**config.mk**
```make
export PLATFORM = sky130hd
export DESIGN_NAME = npwr_dist
export DESIGN_NICKNAME = d
export VERILOG_FILES = /design/src/design/npwr_pkg.sv /design/src/design/npwr_dist.sv
export SDC_FILE = /design/constraint.sdc
export NUM_CORES = 1
export LEC_CHECK = 0
export BUFFER_PORTS_ARGS = -buffer_cell sky130_fd_sc_hd__buf_2
export CAP_MARGIN = 0
export CORE_MARGIN = 4
export CORE_UTILIZATION = 65
export DETAILED_ROUTE_END_ITERATION = 8
export PLACE_DENSITY_LB_ADDON = 0.08
export SYNTH_ARGS = -nofsm -noshare
export SYNTH_HDL_FRONTEND = slang
export SYNTH_SLANG_ARGS = --single-unit
```
**constraint.sdc**
```tcl
create_clock -name clk -period 18.6 [get_ports clk]
set_input_delay 1.86 -clock clk [delete_from_list [all_inputs] [get_ports clk]]
set_output_delay 1.86 -clock clk [all_outputs]
set_load 0.01 [all_outputs]
```
**src/design/npwr_pkg.sv**
```systemverilog
package npwr_pkg;

	localparam int TABLE_DEPTH = 1024;
	localparam int ADDR_W      = (TABLE_DEPTH > 1) ? $clog2(TABLE_DEPTH) : 1;
	localparam int CNT_W       = $clog2(TABLE_DEPTH + 1);

	localparam int COORD_W  = 16;
	localparam int RADIUS_W = 15;
	localparam int INDEX_W  = 10;
	localparam int MAG_W    = 16;
	localparam int SQ_W     = 2 * MAG_W;
	localparam int D2_W     = SQ_W + 1;
	localparam int R2_W     = 2 * RADIUS_W;
	localparam int ENTRY_W  = 2 * COORD_W;

	localparam logic [1:0] FUNC_APPEND = 2'd0;
	localparam logic [1:0] FUNC_QUERY  = 2'd1;
	localparam logic [1:0] FUNC_CLEAR  = 2'd2;

	localparam logic [RADIUS_W-1:0] RADIUS_RESET = 15'd16;

	typedef logic [1:0]              func_t;
	typedef logic signed [COORD_W-1:0] coord_t;
	typedef logic [RADIUS_W-1:0]     radius_t;
	typedef logic [INDEX_W-1:0]      index_t;
	typedef logic [ADDR_W-1:0]       addr_t;
	typedef logic [CNT_W-1:0]        cnt_t;
	typedef logic [R2_W-1:0]         r2_t;
	typedef logic [ENTRY_W-1:0]      entry_t;

	typedef struct packed {
		logic  busy;
		logic  found;
		addr_t best_idx;
	} dist_status_t;

endpackage

```
**src/design/npwr_dist.sv**
```systemverilog
module npwr_dist (
	input  logic                   clk,
	input  logic                   arst_n,
	input  logic                   start,
	input  logic                   issue_v,
	input  npwr_pkg::addr_t        issue_idx,
	input  npwr_pkg::entry_t       rdata,
	input  npwr_pkg::coord_t       qx,
	input  npwr_pkg::coord_t       qy,
	input  npwr_pkg::r2_t          r2,
	output npwr_pkg::dist_status_t status
);

	logic                         v_s1, v_s2, v_s3, v_s4;
	npwr_pkg::addr_t              idx_s1, idx_s2, idx_s3, idx_s4;
	logic [npwr_pkg::MAG_W-1:0]   mag_x_s2, mag_y_s2;
	logic [npwr_pkg::SQ_W-1:0]    sq_x_s3, sq_y_s3;
	logic [npwr_pkg::D2_W-1:0]    d2_s4;
	logic                         found_q;
	npwr_pkg::r2_t                best_q;
	npwr_pkg::addr_t              best_idx_q;

	npwr_pkg::coord_t             sx, sy;
	logic signed [npwr_pkg::COORD_W:0] dx, dy;
	logic [npwr_pkg::COORD_W:0]   ax, ay;
	logic                         hit;

	assign sx = rdata[npwr_pkg::ENTRY_W-1:npwr_pkg::COORD_W];
	assign sy = rdata[npwr_pkg::COORD_W-1:0];
	assign dx = {qx[npwr_pkg::COORD_W-1], qx} - {sx[npwr_pkg::COORD_W-1], sx};
	assign dy = {qy[npwr_pkg::COORD_W-1], qy} - {sy[npwr_pkg::COORD_W-1], sy};
	assign ax = dx[npwr_pkg::COORD_W] ? (~dx + 1'b1) : dx;
	assign ay = dy[npwr_pkg::COORD_W] ? (~dy + 1'b1) : dy;

	assign hit = v_s4
		&& (d2_s4 < {{(npwr_pkg::D2_W - npwr_pkg::R2_W){1'b0}}, r2})
		&& (!found_q || (d2_s4 < {{(npwr_pkg::D2_W - npwr_pkg::R2_W){1'b0}}, best_q}));

	always_ff @(posedge clk or negedge arst_n) begin
		if (!arst_n) begin
			v_s1    <= 1'b0;
			v_s2    <= 1'b0;
			v_s3    <= 1'b0;
			v_s4    <= 1'b0;
			found_q <= 1'b0;
		end else begin
			v_s1 <= issue_v;
			v_s2 <= v_s1;
			v_s3 <= v_s2;
			v_s4 <= v_s3;
			if (start) begin
				found_q <= 1'b0;
			end else if (hit) begin
				found_q <= 1'b1;
			end
		end
	end

	always_ff @(posedge clk) begin
		idx_s1   <= issue_idx;
		idx_s2   <= idx_s1;
		mag_x_s2 <= ax[npwr_pkg::MAG_W-1:0];
		mag_y_s2 <= ay[npwr_pkg::MAG_W-1:0];
		idx_s3   <= idx_s2;
		sq_x_s3  <= mag_x_s2 * mag_x_s2;
		sq_y_s3  <= mag_y_s2 * mag_y_s2;
		idx_s4   <= idx_s3;
		d2_s4    <= {1'b0, sq_x_s3} + {1'b0, sq_y_s3};
		if (hit) begin
			best_q     <= d2_s4[npwr_pkg::R2_W-1:0];
			best_idx_q <= idx_s4;
		end
	end

	assign status.busy     = v_s1 | v_s2 | v_s3 | v_s4;
	assign status.found    = found_q;
	assign status.best_idx = best_idx_q;

endmodule

```
==> flow_summary_export.csv, run 1 <==
group,metric,value,unit
die,die_area,39800,um2
grt,grt_overflow_total,0,
logic_synthesis,yosysWarnings,0,
timing,fin_crit_sh,38.4,%
timing,setup_viol,0,
cells_and_area,final_common_cell,"inv_1",
detailed_routing,num_vias,16700,
die,die_h,199,um
clocking,cts_sinks,212,
timing,fmax,140,MHz
clocking,ctsLongestPathBuffers,3,
timing,skew,0.00687,ns
logic_synthesis,syn_inst,2516,
clocking,cts_buffers,23,
setup_path,startpoint_type,"flop",
min_path,min_from,"idx_s2[9]",
logic_synthesis,ys.flop_type,"dfxtp_1",
timing,rsz0062_at_grt,"false",
timing,fin_tns_setup,0,ns
die,die_w,199,um
die,core.rowCount,69,
detailed_routing,wl,46700,um
logic_synthesis,async_flop_share,2.36,%
timing,fin_crit,7.14,ns
grt,antenna_found_initial,0,
clocking,clkSlewWorstSetupHoldPaths,0.06,ns
grt,grt_usage,24.8,%
logic_synthesis,synth_cell_type_count,80,
placed_design,dp_hpwl,39600,um
timing,slew_headroom,41.3,%
detailed_routing,vias_per_cell,5.42,
run,max_cap_violations,0,
logic_synthesis,synth.cell_area,23800,um2
timing,hold_viol,0,
detailed_routing,wl_per_cell,15.1,um
cells_and_area,area_growth,7.66,%
cells_and_area,diodes,0,
clocking,root_buffer,"clkbuf_16",
cells_and_area,drive_gt1_share,7.72,%
cells_and_area,layout.nets,3371,
setup_path,crit_arrival,7.60,ns
logic_synthesis,synth_edf_count,40,
cells_and_area,utilization,71.6,%
setup_path,critical_path.max_fanout,15,
clocking,cts_hold_buf,0,
detailed_routing,ant_nets,0,
status,outcome,"finished, final reports clean",
grt,grt_pass1_wl,81400,um
grt,grt_pass1_vias,17700,
setup_path,startpoint,"mag_x_s2[10]",
setup_path,rr_startpoint,"mag_x_s2[10]",
setup_path,crit_type,"flop to flop",
timing,slew_violations,0,
setup_path,crit_required,19.06,ns
clocking,worst_skew_pair.late_latency,0.53,ns
detailed_routing,drc_errors,0,
setup_path,endpoint_kind,"flop",
logic_synthesis,ys_seq_area_share,19.6,%
die,ios,120,
cells_and_area,layout_common_cells,"598 x inv_1, 326 x fa_1, 324 x ha_1",
clocking,cts_tree,"done",
die,design.core.area,35800,um2
placed_design,gp_congestion,0.858,
detailed_routing,drt-initial-drc-count,765,
placed_design,numPortBuffers,119,
min_path,hp-class,"flop to flop",
logic_synthesis,syn_nets,3274,
logic_synthesis,avgSynthCellArea,9.47,um2
timing,worstMarginPinSlew,0.877,ns
grt,grt_max_degree,32,
die,start_util,66.5,%
clocking,htree_levels,1,
detailed_routing,firstDrtPassIters,5,
clocking,post_cts_resized,0,
logic_synthesis,ys_ff_latch,212,
clocking,post_cts_buffers,0,
[state kept, by name, indices dropped and copies added (netlist names), 10 cells and up]
name	count
mag_x_s2	16
sq_x_s3	31
best_q	30
idx_s2	10
idx_s4	10
sq_y_s3	31
idx_s1	10
best_idx_q	10
mag_y_s2	16
d2_s4	33
idx_s3	10
[metal layers]
metal	vias up	wire length [um]	global-route usage, %
met5	-	0	0
met4	0	1170	5.91
met3	77	2290	3.03
met2	369	22400	41.6
met1	8206	20800	35.0
li1	8094	-	-
[cells in the mapped netlist (4+ instances only)]
| cell type | number | share of area (%) |
|---|---|---|
| a211o_1 | 4 | 0.15 |
| nor2b_1 | 22 | 0.58 |
| dfxtp_1 | 167 | 14 |
| o31ai_1 | 13 | 0.41 |
| a211oi_1 | 10 | 0.32 |
| o21bai_1 | 8 | 0.25 |
| fa_1 | 326 | 27 |
| a31oi_1 | 10 | 0.26 |
| o22ai_1 | 4 | 0.11 |
| ha_1 | 324 | 17 |
| a31o_2 | 6 | 0.22 |
| and3_1 | 12 | 0.32 |
| nor2_1 | 113 | 1.8 |
| a21oi_1 | 81 | 1.7 |
| or3_1 | 7 | 0.18 |
| nand2b_1 | 15 | 0.39 |
| o21ai_0 | 55 | 1.2 |
| nand4_1 | 10 | 0.26 |
| a21o_1 | 68 | 2.1 |
| inv_1 | 598 | 9.4 |
| nand3_1 | 18 | 0.38 |
| dfrtp_1 | 5 | 0.53 |
| nor3_1 | 24 | 0.50 |
| and2_1 | 88 | 2.3 |
| clkbuf_1 | 43 | 0.68 |
| or4_1 | 5 | 0.16 |
| or2_2 | 8 | 0.21 |
| o21a_1 | 25 | 0.79 |
| edfxtp_1 | 40 | 5.0 |
| xnor2_1 | 109 | 4.0 |
| nand2_1 | 186 | 2.9 |
| o21ba_2 | 4 | 0.17 |
| xor2_1 | 36 | 1.3 |
| nor4_1 | 5 | 0.13 |
[final timing paths]
| path | cells after the start | slack, ns | endpoint |
|---|---|---|---|
| worst max-delay path | 23 | 11.46 | sq_x_s3[30] |
| worst min-delay path | 0 | 0.32 | idx_s3[9] |
| worst max register to register | 23 | 11.46 | sq_x_s3[30] |
| worst min register to register | 0 | 0.32 | idx_s3[9] |
| max in group asynchronous | 1 | 17.34 | v_s3 |
| min in group asynchronous | 1 | 1.13 | found_q |
[critical path, stage by stage (launching register included)]
cell,delay [ns]
dfxtp_1,0.74
and2_1,0.29
inv_1,0.08
fa_1,0.51
inv_1,0.06
fa_1,0.54
inv_1,0.06
fa_1,0.38
inv_1,0.09
fa_1,0.45
fa_1,0.55
inv_1,0.05
fa_1,0.48
inv_1,0.05
ha_1,0.31
and3_1,0.22
a221oi_1,0.29
and2_1,0.22
a21oi_1,0.11
o31ai_1,0.55
nand2b_1,0.14
or3_1,0.42
a221oi_1,0.32
xnor2_1,0.16
[kinds of logic (layout without fill, tap and decap cells)]
family | after synthesis | in the layout | synth area share (%)
fa+ha+maj | 650 | 650 | 44.4
buf+inv | 646 | 760 | 10.2
simple gates | 527 | 527 | 10.7
compound gates | 334 | 334 | 9.68
flops | 212 | 212 | 19.6
xor+xnor | 145 | 145 | 5.33
mux | 2 | 2 | 0.0945
[stage by stage]
| step | hold slack (ns) | setup slack [ns] | std cells | area, um2 |
|---|---|---|---|---|
| 2_1_floorplan | 0.310 | 11.59 | 2516 | 23800 |
| 3_3_place_gp | 0.310 | 11.66 | 3049 | 24800 |
| 3_5_place_dp | 0.312 | 11.57 | 3049 | 24800 |
| 4_1_cts | 0.321 | 11.54 | 3091 | 25700 |
| 5_1_grt | 0.324 | 11.07 | 3091 | 25700 |
| 6_report | 0.322 | 11.46 | 3091 | 25700 |
[area by class of cell]
type / instances / area [um2]
multi-input combinational: 1658 / 16700
fill: 2751 / 10200
sequential: 212 / 4670
inverter: 598 / 2240
clock buffer: 27 / 622
timing repair buffer: 120 / 603
tap: 461 / 577
clock inverter: 15 / 211
Power of run 1 is not shown: default switching activity piles up to over one toggle a cycle in this logic, so the estimate is an artifact.
==> run 2: changes to the inputs <==
--- a/config.mk
+++ b/config.mk
@@ -8,7 +8,7 @@
 export BUFFER_PORTS_ARGS = -buffer_cell sky130_fd_sc_hd__buf_2
 export CAP_MARGIN = 0
 export CORE_MARGIN = 4
-export CORE_UTILIZATION = 65
+export CORE_UTILIZATION = 64
 export DETAILED_ROUTE_END_ITERATION = 8
 export PLACE_DENSITY_LB_ADDON = 0.08
 export SYNTH_ARGS = -nofsm -noshare
==> constraint.sdc (replaced) <==
create_clock -name clk -period 7.5 [get_ports clk]
set_input_delay 0.75 -clock clk [delete_from_list [all_inputs] [get_ports clk]]
set_output_delay 0.75 -clock clk [all_outputs]
set_load 0.01 [all_outputs]
==> run 2 against run 1 <==
  * Die area is 1.5% higher
  * Count of clock-buffer cells in the layout up 8
  * Routed wire length decreased by 1.5%
  * Largest cell class unchanged
==> flow_summary_export.csv, run 2 (synthesis results as in run 1) <==
group,metric,value,unit
status,outcome,"finished, final reports clean",
setup_path,max_stage_delay,0.66,ns
die,die_w,201,um
timing,fin_tns_setup,0,ns
detailed_routing,wl,46000,um
timing,hold_viol,0,
timing,fin_crit,6.93,ns
setup_path,critical_path.most_common_cell,"inv_1",
cells_and_area,postLayoutCellArea,25700,um2
die,start_util,64.9,%
placed_design,dpl-instance-area,24900,um2
placed_design,numPortBuffers,119,
setup_path,path_cells,"inv_1 > nor2_1 > inv_1 > fa_1 > inv_1 > fa_1 > inv_1 > fa_1 > inv_1 > fa_1 > fa_1 > inv_1 > fa_1 > inv_1 > ha_1 > and3_1 > a221o_1 > and3_1 > o31ai_1 > nand2b_1 > or3_1 > a221oi_1 > xnor2_1",
clocking,cts_buffers,24,
cells_and_area,largestRegisters,"d2_s4: 33 flops, sq_x_s3: 31 flops, sq_y_s3: 31 flops",
placed_design,dp_hpwl,39400,um
grt,grt_max_degree,32,
clocking,post_cts_buffers,0,
timing,setup_viol,0,
setup_path,crit_type,"flop to flop",
clocking,htree_levels,1,
cells_and_area,diodes,0,
setup_path,startpoint_type,"flop",
timing,slew_violations,0,
setup_path,reg2reg_to,"sq_x_s3[30]",
detailed_routing,vias_per_cell,5.36,
timing,rsz0062_at_grt,"false",
clocking,root_buffer,"clkbuf_16",
cells_and_area,area_growth,7.85,%
clocking,clkSlewWorstSetupHoldPaths,0.05,ns
detailed_routing,ant_nets,0,
timing,slew_headroom,38.0,%
setup_path,r2r_slack,0.57,ns
run,max_cap_violations,0,
cells_and_area,regMostFlops,"d2_s4",
cells_and_area,final_common_cell,"inv_1",
detailed_routing,drc_errors,0,
placed_design,gp_congestion,0.924,
detailed_routing,maxUsedRoutingLayer,"met4",
die,die_area,40400,um2
detailed_routing,drt-initial-drc-count,834,
detailed_routing,met1_length,20400,um
cells_and_area,nFillCells,2841,
cells_and_area,fin_cells,3108,
timing,skew,0.0104,ns
detailed_routing,wl_per_cell,14.8,um
clocking,cts_sinks,212,
setup_path,crit_required,7.96,ns
setup_path,rr_startpoint,"mag_x_s2[8]",
timing,worstMarginPinSlew,0.926,ns
clocking,cts_hold_buf,0,
die,ios,120,
clocking,ctsLongestPathBuffers,3,
placed_design,numPlacedInstances,3064,
grt,grt_pass1_vias,17600,
setup_path,reg2reg_depth,23,
cells_and_area,largest_reg_flops,33,
timing,hold-worst-slack,0.0344,ns
timing,fin_crit_sh,92.4,%
detailed_routing,num_vias,16700,
setup_path,crit_arrival,7.39,ns
min_path,hp-class,"primary input to asynchronous set/reset pin",
detailed_routing,firstDrtPassIters,5,
die,die_h,201,um
setup_path,critical-path-slowest-cell,"dfxtp_1",
grt,antenna_found_initial,0,
grt,grt_pass1_wl,80700,um
clocking,worst_skew_pair.late_latency,0.53,ns
clocking,cts_tree,"done",
grt,grt_usage,23.6,%
detailed_routing,wl_met3,2470,um
cells_and_area,layout_common_cells,"598 x inv_1, 326 x fa_1, 324 x ha_1",
setup_path,endpoint_kind,"flop",
detailed_routing,route.met2.wl,22300,um
cells_and_area,drive_gt1_share,8.03,%
cells_and_area,layout.nets,3380,
timing,fmax,144,MHz
setup_path,critical_path.max_fanout,14,
die,design.core.area,36700,um2
grt,grt_overflow_total,0,
die,core.rowCount,70,
==> run 2: repair_timing <==
action / in CTS / in global routing
resized for setup: 0 / 1
endpoints found under the setup margin: 0 / 1
hold endpoints to repair: 0 / 0
==> run 2: layout make-up <==
class | count | area [um2] | share of cell area [%]
timing repair buffer | 128 | 663 | 2.58
sequential | 212 | 4670 | 18.2
tap | 468 | 586 | 2.28
clock buffer | 35 | 712 | 2.77
clock inverter | 9 | 92.6 | 0.360
inverter | 598 | 2240 | 8.73
multi-input combinational | 1658 | 16700 | 65.1
==> run 2: metal layers <==
metal	vias up	GRT usage, %
met1	8146	32.8
met2	357	40.4
met3	56	3.33
met5	-	0
li1	8114	-
met4	0	3.98
==> run 2: critical path, delay by kind of cell (launching register included) <==
| family | cells | cell delay (ns) |
|---|---|---|
| buf+inv | 7 | 0.53 |
| xor+xnor | 1 | 0.15 |
| fa+ha+maj | 7 | 3.20 |
| compound gates | 3 | 1.10 |
| simple gates | 5 | 1.23 |
| flops | 1 | 0.66 |
==> run 2: worst max path at each step <==
stage,cells after the start,slack (ns),end,start
6_report,23,0.57,sq_x_s3[30],mag_x_s2[8]
3_5_place_dp,24,0.56,sq_y_s3[30],mag_y_s2[5]
2_1_floorplan,23,1.08,sq_y_s3[30],mag_y_s2[4]
3_3_place_gp,23,0.71,sq_y_s3[30],mag_y_s2[0]
5_1_grt,23,0.07,sq_y_s3[30],mag_y_s2[12]
4_1_cts,24,0.54,sq_y_s3[30],mag_y_s2[5]
==> run 2: through the flow <==
step	worst slack, ns	util (%)
after CTS	0.543	70.0
after global placement	0.712	67.8
after detailed placement	0.557	67.8
final	0.569	70.0
after floorplan	1.08	-
after global routing	0.0682	70.0
Power of run 2 is left out for the same reason.
==> run 3: changes to the inputs <==
--- a/config.mk
+++ b/config.mk
@@ -8,8 +8,9 @@
 export BUFFER_PORTS_ARGS = -buffer_cell sky130_fd_sc_hd__buf_2
 export CAP_MARGIN = 0
 export CORE_MARGIN = 4
-export CORE_UTILIZATION = 64
+export CORE_UTILIZATION = 52
 export DETAILED_ROUTE_END_ITERATION = 8
+export GPL_TIMING_DRIVEN = 0
 export PLACE_DENSITY_LB_ADDON = 0.08
 export SYNTH_ARGS = -nofsm -noshare
 export SYNTH_HDL_FRONTEND = slang
==> run 3 against run 2 <==
  * Maximum frequency down 3.8%
  * Cell area up 1.6%
  * Critical path type unchanged
  * Largest cell class unchanged
  * Critical path depth down 2
  * Global-route usage down 3.4 points
  * Final cell count up 5.7%
  * Core utilization down 13 points
  * Critical endpoint unchanged
  * Setup slack worse by 0.28 ns
  * Via count up 0.90%
==> flow_summary_export.csv, run 3 (synthesis results as in run 1) <==
group,metric,value,unit
status,outcome,"finished, final reports clean",
clocking,root_buffer,"clkbuf_16",
setup_path,endpoint_kind,"flop",
clocking,htree_levels,1,
cells_and_area,layout_common_cells,"598 x inv_1, 326 x fa_1, 324 x ha_1",
cells_and_area,largestRegisters,"d2_s4: 33 flops, sq_x_s3: 31 flops, sq_y_s3: 31 flops",
grt,grt_usage,20.2,%
setup_path,r2r_slack,0.29,ns
timing,setup_viol,0,
detailed_routing,wl_per_cell,14.8,um
setup_path,crit_arrival,7.68,ns
die,die_h,222,um
placed_design,numPortBuffers,119,
clocking,post_cts_buffers,0,
setup_path,rr_startpoint,"mag_x_s2[11]",
setup_path,critical_path.max_fanout,10,
setup_path,path_cells,"clkbuf_1 > nand2_1 > fa_1 > inv_1 > fa_1 > inv_1 > fa_1 > fa_1 > fa_1 > fa_1 > inv_1 > ha_1 > a21o_1 > a221oi_1 > and2_1 > a21oi_1 > o31ai_1 > nand2b_1 > or3_1 > a221oi_1 > xnor2_1",
timing,slew_headroom,32.0,%
detailed_routing,ant_nets,0,
setup_path,crit_type,"flop to flop",
setup_path,critical_path.most_common_cell,"fa_1",
cells_and_area,regMostFlops,"d2_s4",
placed_design,dp_hpwl,41600,um
grt,grt_pass1_wl,83000,um
clocking,cts_tree,"done",
detailed_routing,vias_per_cell,5.12,
detailed_routing,drc_errors,0,
grt,grt_pass1_vias,17500,
clocking,ctsLongestPathBuffers,3,
detailed_routing,wl,48700,um
grt,antenna_found_initial,0,
timing,slew_violations,0,
die,core.rowCount,78,
setup_path,critical-path-slowest-cell,"fa_1",
clocking,cts_buffers,25,
setup_path,max_stage_delay,0.56,ns
cells_and_area,final_common_cell,"inv_1",
timing,fin_crit,7.21,ns
cells_and_area,largest_reg_flops,33,
setup_path,startpoint,"mag_x_s2[11]",
detailed_routing,num_vias,16800,
placed_design,gp_congestion,0.890,
cells_and_area,layout.nets,3424,
die,die_w,222,um
clocking,clkSlewWorstSetupHoldPaths,0.06,ns
cells_and_area,utilization,57.5,%
timing,worstMarginPinSlew,1.02,ns
detailed_routing,firstDrtPassIters,5,
grt,grt_overflow_total,0,
die,design.core.area,45400,um2
setup_path,critPathCapture,"sq_x_s3[30]",
timing,skew,0.0183,ns
run,max_cap_violations,0,
die,start_util,52.5,%
detailed_routing,drt-initial-drc-count,771,
timing,hold_viol,0,
min_path,hp-class,"primary input to flop",
die,ios,120,
grt,grt_max_degree,15,
cells_and_area,area_growth,9.54,%
setup_path,startpoint_type,"flop",
setup_path,reg2reg_to,"sq_x_s3[30]",
clocking,worst_skew_pair.late_latency,0.54,ns
cells_and_area,drive_gt1_share,8.57,%
clocking,cts_sinks,212,
die,die_area,49300,um2
setup_path,reg2reg_depth,21,
timing,fmax,139,MHz
timing,fin_crit_sh,96.1,%
setup_path,crit_required,7.97,ns
## run 3: cell count changes in the layout (fill, tap and decap cells not counted), sizes merged
cell         previous run  this run
clkbuf                 35        79
clkinv                  3         4
clkinvlp                2         1
diode                   0         1
dlygate4sd3             0         1
## run 3: how the worst min path moves through the flow
stage | start | endpoint | slack [ns] | depth (start not counted)
2_1_floorplan | idx_s1[0] | idx_s2[0] | 0.31 | 0
3_3_place_gp | idx_s3[2] | idx_s4[2] | 0.31 | 0
3_5_place_dp | idx_s1[0] | idx_s2[0] | 0.31 | 0
4_1_cts | issue_idx[5] | idx_s1[5] | 0.29 | 1
5_1_grt | issue_idx[5] | idx_s1[5] | 0.29 | 1
6_report | issue_idx[9] | idx_s1[9] | 0.32 | 1
## run 3: repair_timing
item	CTS	global route
resized for setup	1	42
hold buffers	1	0
endpoints found under the hold margin	5	0
setup endpoints to repair	1	6
## run 3: layer usage
layer  GRT usage (%)  vias to the layer above  part of all wire [%]
met5               0                        -                     0
met4            3.68                        0                   1.7
met3            2.58                       52                   4.5
met2            33.5                      272                    47
met1            29.1                     8276                    47
li1                -                     8223                     -
## run 3: cell type report
cell class	instances	area, um2
repair buffers	123	643
flip-flops and latches	212	4670
clock buffers	37	743
fillers	4126	19300
plain buffers	48	220
well taps	600	751
inverters	598	2240
clock inverters	9	96.3
diodes	1	2.50
multi-input cells	1658	16700
## run 3: critical path, delay by kind of cell, from the launching register on
family | cells | cell delay [ns]
simple gates | 4 | 1.02
compound gates | 5 | 1.44
fa+ha+maj | 7 | 3.33
xor+xnor | 1 | 0.16
buf+inv | 4 | 0.65
flops | 1 | 0.52
## run 3: metrics by stage
| stage | std cells | setup TNS [ns] | setup slack, ns | hold slack, ns | area, um2 |
|---|---|---|---|---|---|
| after floorplan | 2516 | 0 | 1.08 | 0.310 | 23800 |
| after global placement | 3235 | -28.57 | -0.716 | 0.310 | 25200 |
| after detailed placement | 3238 | -0.102 | -0.102 | 0.312 | 25200 |
| after CTS | 3285 | 0 | 0.0120 | 0.286 | 26100 |
| after global routing | 3285 | -0.0482 | -0.0482 | 0.286 | 26100 |
| final | 3286 | 0 | 0.294 | 0.316 | 26100 |
Power of run 3 is left out for the same reason.
